$ cat config.mk
export PLATFORM = sky130hd
export DESIGN_NAME = tmpred_ctrl
export DESIGN_NICKNAME = d
export VERILOG_FILES = /design/src/rtl/core/tmpred_pkg.sv /design/src/rtl/core/tmpred_ctrl.sv
export SDC_FILE = /design/constraint.sdc
export NUM_CORES = 1
export LEC_CHECK = 0
export BUFFER_PORTS_ARGS = -buffer_cell sky130_fd_sc_hd__buf_2
export CORE_MARGIN = 5
export CORE_UTILIZATION = 47
export DETAILED_ROUTE_END_ITERATION = 10
export HOLD_SLACK_MARGIN = 0.06
export PLACE_DENSITY = 0.74
export SKIP_LAST_GASP = 1
export SLEW_MARGIN = 20
export SYNTH_ARGS = -nofsm -noshare
export SYNTH_HDL_FRONTEND = slang
export SYNTH_SLANG_ARGS = --single-unit
$ cat constraint.sdc
create_clock -name clk -period 1.5 [get_ports clk]
set_input_delay 0.075 -clock clk [delete_from_list [all_inputs] [get_ports clk]]
set_output_delay 0.075 -clock clk [all_outputs]
set_load 0.05 [all_outputs]
$ cat src/rtl/core/tmpred_pkg.sv
// ----------------------------------------------------------------------------
// tmpred_pkg
// Shared types, codes and arithmetic helpers for the trapezoid motion
// predictor: command and status records, phase codes, saturation functions.
// ----------------------------------------------------------------------------
package tmpred_pkg;

    localparam int TICK_W     = 48;
    localparam int POS_W      = 48;
    localparam int SPD_W      = 32;
    localparam int RDIST_W    = 47;
    localparam int CFG_IDX_W  = 3;
    localparam int CFG_DATA_W = 47;
    localparam int MCAND_W    = 80;
    localparam int MPL_W      = 48;
    localparam int PROD_W     = 128;
    localparam int DVD_W      = 56;
    localparam int DISP_W     = 64;
    localparam int PH_W       = 3;

    localparam logic [1:0] FUNC_START   = 2'd0;
    localparam logic [1:0] FUNC_PREDICT = 2'd1;
    localparam logic [1:0] FUNC_ABORT   = 2'd2;

    localparam logic [CFG_IDX_W-1:0] CFG_BASE   = 3'd0;
    localparam logic [CFG_IDX_W-1:0] CFG_SLEW   = 3'd1;
    localparam logic [CFG_IDX_W-1:0] CFG_ACCEL  = 3'd2;
    localparam logic [CFG_IDX_W-1:0] CFG_RDIST  = 3'd3;
    localparam logic [CFG_IDX_W-1:0] CFG_RTICKS = 3'd4;

    localparam logic [PH_W-1:0] PH_BEFORE = 3'd0;
    localparam logic [PH_W-1:0] PH_ACCEL  = 3'd1;
    localparam logic [PH_W-1:0] PH_SLEW   = 3'd2;
    localparam logic [PH_W-1:0] PH_DECEL  = 3'd3;
    localparam logic [PH_W-1:0] PH_DONE   = 3'd4;

    localparam logic [DISP_W-1:0] DISP_CAP = 64'h4000_0000_0000_0000;

    localparam logic signed [65:0] POS_MAX66 = {{19{1'b0}}, {47{1'b1}}};
    localparam logic signed [65:0] POS_MIN66 = {{19{1'b1}}, {47{1'b0}}};

    typedef enum logic [4:0] {
        OP_NONE,
        OP_LOAD,
        OP_PLAN,
        OP_TRI_BB,
        OP_SQRT,
        OP_DIV_M,
        OP_TICKS,
        OP_REGION,
        OP_LIN,
        OP_LIN_ACC,
        OP_RR,
        OP_AR2,
        OP_QUAD_ACC,
        OP_AR,
        OP_VEL,
        OP_POS,
        OP_FREEZE,
        OP_OUT
    } dp_op_t;

    typedef struct packed {
        dp_op_t op;
    } dp_cmd_t;

    typedef struct packed {
        logic [1:0]      func;
        logic            trap;
        logic [PH_W-1:0] phase;
        logic            quad_need;
        logic            unit_busy;
    } dp_stat_t;

    // product shifted right by k, capped at 2^62
    function automatic logic [DISP_W-1:0] cap_shr(input logic [PROD_W-1:0] p,
                                                  input int unsigned k);
        logic [PROD_W-1:0] v;
        v = p >> k;
        if (v > {64'd0, DISP_CAP})
            cap_shr = DISP_CAP;
        else
            cap_shr = v[DISP_W-1:0];
    endfunction

    // saturating move of a position by a displacement
    function automatic logic signed [POS_W-1:0] pos_move(input logic signed [POS_W-1:0] p,
                                                         input logic [DISP_W-1:0] d,
                                                         input logic down);
        logic signed [65:0] pe;
        logic signed [65:0] de;
        logic signed [65:0] s;
        pe = {{18{p[POS_W-1]}}, p};
        de = {2'b00, d};
        s  = down ? (pe - de) : (pe + de);
        if (s > POS_MAX66)
            pos_move = POS_MAX66[POS_W-1:0];
        else if (s < POS_MIN66)
            pos_move = POS_MIN66[POS_W-1:0];
        else
            pos_move = s[POS_W-1:0];
    endfunction

    // signed, saturated velocity from magnitude and direction
    function automatic logic [31:0] vel_out(input logic [DISP_W-1:0] v, input logic neg);
        logic [32:0] t;
        t = 33'h1_0000_0000 - {1'b0, v[31:0]};
        if (v == '0)
            vel_out = 32'd0;
        else if (neg)
            vel_out = (v >= 64'h8000_0000) ? 32'h8000_0000 : t[31:0];
        else
            vel_out = (v > 64'h7FFF_FFFF) ? 32'h7FFF_FFFF : v[31:0];
    endfunction

endpackage

$ cat src/rtl/core/tmpred_ctrl.sv
// ----------------------------------------------------------------------------
// tmpred_ctrl
// Sequencer: takes one command, steps the datapath through planning and
// prediction, and holds the result valid until it is transferred.
// ----------------------------------------------------------------------------
module tmpred_ctrl (
    input  logic                  clk,
    input  logic                  rst_n,
    input  logic                  in_valid,
    output logic                  in_ready,
    output logic                  out_valid,
    input  logic                  out_ready,
    input  tmpred_pkg::dp_stat_t  stat,
    output tmpred_pkg::dp_cmd_t   cmd
);
    import tmpred_pkg::*;

    typedef enum logic [4:0] {
        S_IDLE,
        S_DISPATCH,
        S_PLAN_WAIT,
        S_BB_WAIT,
        S_SQ_WAIT,
        S_DIV_WAIT,
        S_TICKS,
        S_REGION,
        S_PHASE,
        S_LIN_WAIT,
        S_QUAD,
        S_RR_WAIT,
        S_AR2_WAIT,
        S_VEL,
        S_AR_WAIT,
        S_POS,
        S_FREEZE,
        S_OUT
    } state_t;

    state_t state_reg, state_next;
    logic   frozen_reg;
    logic   out_valid_reg;
    logic   out_free;

    assign out_free = !out_valid_reg || out_ready;
    assign in_ready = (state_reg == S_IDLE);
    assign out_valid = out_valid_reg;

    always_comb
    begin
        state_next = state_reg;
        cmd.op     = OP_NONE;
        case (state_reg)
            S_IDLE:
            begin
                if (in_valid)
                begin
                    cmd.op     = OP_LOAD;
                    state_next = S_DISPATCH;
                end
            end
            S_DISPATCH:
            begin
                if (stat.func == FUNC_START)
                begin
                    cmd.op     = OP_PLAN;
                    state_next = S_PLAN_WAIT;
                end
                else
                    state_next = S_REGION;
            end
            S_PLAN_WAIT:
            begin
                if (!stat.unit_busy)
                begin
                    if (stat.trap)
                        state_next = S_TICKS;
                    else
                    begin
                        cmd.op     = OP_TRI_BB;
                        state_next = S_BB_WAIT;
                    end
                end
            end
            S_BB_WAIT:
            begin
                if (!stat.unit_busy)
                begin
                    cmd.op     = OP_SQRT;
                    state_next = S_SQ_WAIT;
                end
            end
            S_SQ_WAIT:
            begin
                if (!stat.unit_busy)
                begin
                    cmd.op     = OP_DIV_M;
                    state_next = S_DIV_WAIT;
                end
            end
            S_DIV_WAIT:
            begin
                if (!stat.unit_busy)
                    state_next = S_TICKS;
            end
            S_TICKS:
            begin
                cmd.op     = OP_TICKS;
                state_next = S_REGION;
            end
            S_REGION:
            begin
                cmd.op     = OP_REGION;
                state_next = S_PHASE;
            end
            S_PHASE:
            begin
                if (stat.phase == PH_ACCEL || stat.phase == PH_SLEW
                    || stat.phase == PH_DECEL)
                begin
                    cmd.op     = OP_LIN;
                    state_next = S_LIN_WAIT;
                end
                else
                    state_next = S_POS;
            end
            S_LIN_WAIT:
            begin
                if (!stat.unit_busy)
                begin
                    cmd.op     = OP_LIN_ACC;
                    state_next = S_QUAD;
                end
            end
            S_QUAD:
            begin
                if (stat.phase == PH_SLEW)
                    state_next = S_POS;
                else if (stat.quad_need)
                begin
                    cmd.op     = OP_RR;
                    state_next = S_RR_WAIT;
                end
                else
                    state_next = S_VEL;
            end
            S_RR_WAIT:
            begin
                if (!stat.unit_busy)
                begin
                    cmd.op     = OP_AR2;
                    state_next = S_AR2_WAIT;
                end
            end
            S_AR2_WAIT:
            begin
                if (!stat.unit_busy)
                begin
                    cmd.op     = OP_QUAD_ACC;
                    state_next = S_VEL;
                end
            end
            S_VEL:
            begin
                cmd.op     = OP_AR;
                state_next = S_AR_WAIT;
            end
            S_AR_WAIT:
            begin
                if (!stat.unit_busy)
                begin
                    cmd.op     = OP_VEL;
                    state_next = S_POS;
                end
            end
            S_POS:
            begin
                cmd.op = OP_POS;
                if (stat.func == FUNC_ABORT && !frozen_reg)
                    state_next = S_FREEZE;
                else
                    state_next = S_OUT;
            end
            S_FREEZE:
            begin
                // park the plan at the predicted point, then predict again
                cmd.op     = OP_FREEZE;
                state_next = S_REGION;
            end
            S_OUT:
            begin
                if (out_free)
                begin
                    cmd.op     = OP_OUT;
                    state_next = S_IDLE;
                end
            end
            default:
                state_next = S_IDLE;
        endcase
    end

    always_ff @(posedge clk or negedge rst_n)
    begin
        if (!rst_n)
        begin
            state_reg     <= S_IDLE;
            frozen_reg    <= 1'b0;
            out_valid_reg <= 1'b0;
        end
        else
        begin
            state_reg <= state_next;
            if (state_reg == S_IDLE)
                frozen_reg <= 1'b0;
            else if (state_reg == S_FREEZE)
                frozen_reg <= 1'b1;
            if (state_reg == S_OUT && out_free)
                out_valid_reg <= 1'b1;
            else if (out_ready)
                out_valid_reg <= 1'b0;
        end
    end

endmodule

==> run_results.csv <==
group,metric,value,unit
placed_design,gp_congestion,0.8881,
outcome,outcome,"finished with violations",
floorplanning,start_util,48.50,%
global_routing,grt_pass1_vias,1124,
sta,final_hold_viol_count,0,
synth,synth_xor_area_share,1.057,%
synth,synthesis.area,828.3,um2
clock_network,cts_root_buffer,"clkbuf_4",
setup_path,path_max_fanout,4,
route,wirelength,3184,um
sta,final.setup.tns,-2.782,ns
setup_path,worstSetupPathType,"flop to output port",
synth,yosys.area.top_type,"dfrtp_1",
route,via_count,1051,
synth,ys_seq_area_share,21.15,%
power,p_total,3.459,mW
synth,synth-edff-count,0,
floorplanning,die_w,51.98,um
synth,synth_top_family_by_area,"simple AND/OR/NAND/NOR gates",
power,sequentialPowerShare,11.8,%
layout,area_growth_syn_to_layout,67.82,%
global_routing,antenna_found_initial,0,
floorplanning,io_pins,19,
floorplanning,fp.coreArea,1708,um2
global_routing,grt_use_total,26.71,%
clock_network,cts_made_buffers,3,
setup_path,cp.arrival,1.83,ns
route,post-route-drc-count,0,
route,viasPerCell,6.006,
synth,synthArstFlopShare,100.0,%
floorplanning,die_area,2702,um2
setup_path,r2r_cells,6,
clock_network,cts_tree,"done",
synth,yosysWarnings,0,
setup_path,worst-path-stages,4,
setup_path,setup.worst_path.start_class,"flop",
global_routing,grt_max_degree,9,
clock_network,cts_sinks,7,
synth,synth_top_flop_cell,"dfrtp_1",
clock_network,clk_latency,0.25,ns
power,p_switching,1.691,mW
sta,rsz0062_at_grt,"yes",
sta,setup_viol,10,
layout,largest_reg_flops,5,
clock_network,clk_pin_slew,0.05,ns
layout,finish.instance_area,1390,um2
synth,ys_ff_latch,7,
synth,synth_compound_area_share,25.23,%
power,p_int,1.769,mW
sta,fin_crit_sh,127.2,%
power,p_clk_share,4.9,%
synth,synth_fa_ha_area_share,0,%
power,ir_worst_vdd,1558,uV
clock_network,max-clock-path-buffers,2,
layout,drive_gt1_share,56.67,%
synth,avgSynthCellArea,7.964,um2
job,maxCapViolations,0,
setup_path,critPathCaptureType,"output port",
floorplanning,rows,15,
synth,synthesis.nets,116,
setup_path,path_delay_family,"simple AND/OR/NAND/NOR gates",
setup_path,crit_chain,"or4b_4 > or2_4 > o221ai_4 > buf_6",
route,drt_iter0_drc,26,
sta,clock-skew-final,0.001408,ns
sta,tightest_slew,0.4174,ns
layout,layout.nets,163,
route,antenna_left,0,
placed_design,placed_cell_area,1140,um2
sta,fmax,524.0,MHz
power,power.density,2489,nW/um2
sta,period_needed,1.908,ns
synth,synth-simple-area-share,39.73,%
synth,synth_cell_types,49,
setup_path,crit_slowest_cell,"or4b_4",
sta,drv_slew,0,
global_routing,grt_overflow_total,0,
synth,netlist_instances,104,
placed_design,io_buffers,18,
setup_path,worstPathRequired,1.42,ns
power,p_comb_share,83.3,%
sta,timing.slew.headroom,72.12,%
synth,netlist.area_leader.share,21.15,%
setup_path,crit_path_max_incr_delay,0.56,ns
placed_design,dp_slack,-0.2799,ns
clock_network,htreeDepth,1,
setup_path,rr_endpoint,"state_reg[2]",
floorplanning,die_y,51.98,um
route,wl_per_cell,18.19,um
setup_path,crit_end,"cmd[0]",
setup_path,rrSetupSlack,-0.36,ns
setup_path,cp-startpoint,"state_reg[3]",
setup_path,worstReg2RegStart,"state_reg[3]",
power,p_leak,0.6040,nW
layout,diodes,0,
setup_path,cp_num_buf_inv,1,
sta,timing.final.ws_setup,-0.4083,ns
route,dr.pass1.iters,4,
synth,synth_mux_area_share,5.287,%
placed_design,hpwl,2217,um
power,p_sw_share,48.87,%
synth,synth.area.top_cells,"dfrtp_1 (21%), nor2_1 (5.4%), nand2b_1 (4.5%)",
outcome,violations,"setup timing",
min_path,hold_class,"primary input to async pin",
layout,final_util,81.39,%
global_routing,grt_pass1_wl,5347,um
==> routing by layer <==
metal	track usage [%]	part of all wire (%)
met1	30.07	36
met2	46.23	54
met3	7.163	5.0
met4	12.23	4.5
met5	0	0
==> cell families after synthesis <==
kind of cell	Yosys count
AND/OR/NAND/NOR	53
AO/OA/AOI/OAI	29
buffers and inverters	11
flip-flops	7
multiplexers	3
XOR/XNOR	1
==> power by group through the flow <==
stage | registers [mW] | logic [mW] | clock network [mW]
after floorplan | 0.314 | 1.63 | 0
after global placement | 0.375 | 2.24 | 0
after detailed placement | 0.378 | 2.32 | 0
after CTS | 0.380 | 2.61 | 0.178
after global routing | 0.415 | 3.07 | 0.198
final | 0.409 | 2.88 | 0.170
==> cell usage after synthesis (all sizes together), types with 2 or more instances <==
master,number
or4b,2
a22oi,2
o21ai,5
nor2,12
nor3b,2
mux2i,2
nor3,5
buf,6
nor2b,4
o22ai,2
o211ai,3
nand2b,6
inv,2
nand2,6
clkbuf,2
dfrtp,7
o22a,3
or3b,2
a21oi,5
or2,2
nand3,4
o221ai,2
==> stage by stage <==
stage	cells	hold WS (ns)
floorplan	104	-0.2206
global placement	165	-0.08540
detailed placement	165	-0.08171
CTS	174	0.1802
global route	175	0.1983
finish	175	0.1876
==> how the worst min path moves through the flow <==
stage               start           end  slack, ns  cells after the start
finish              rst_n    frozen_reg       0.19                      2
floorplan           rst_n    frozen_reg      -0.22                      0
global route        rst_n     out_valid       0.20                      2
detailed placement  rst_n  state_reg[3]      -0.08                      1
CTS                 rst_n    frozen_reg       0.18                      2
global placement    rst_n  state_reg[3]      -0.09                      1
==> final cells by class <==
cell class | count | area (um2)
multi-input combinational | 86 | 716.9
tap | 25 | 31.28
inverter | 3 | 11.26
fill | 116 | 317.8
sequential | 7 | 181.4
clock buffer | 4 | 26.28
timing repair buffer | 50 | 422.9
==> cells in the final DEF (no fill, tap or decap), types with 2 or more instances in the layout <==
cell type / instances
a21oi_1: 3
a21oi_4: 2
buf_2: 12
buf_4: 21
buf_6: 12
buf_8: 4
clkbuf_4: 3
dfrtp_1: 2
dfrtp_2: 5
nand2_1: 6
nand2b_1: 4
nand2b_4: 2
nand3_1: 4
nor2_1: 9
nor2_4: 2
nor2b_1: 2
nor2b_4: 2
nor3_2: 2
nor3_4: 2
nor3b_1: 2
o211ai_1: 2
o21ai_0: 4
o22a_1: 3
o22ai_1: 2
or2_4: 2
or3b_1: 2
==> what timing repair did <==
item | CTS | global route
setup buffers | 5 | 1
hold buffers | 1 | 0
endpoints found under the hold margin | 7 | 0
pin swaps | 8 | 7
resized for setup | 30 | 19
endpoints found under the setup margin | 11 | 11
Power figures use the tool's default switching activity.
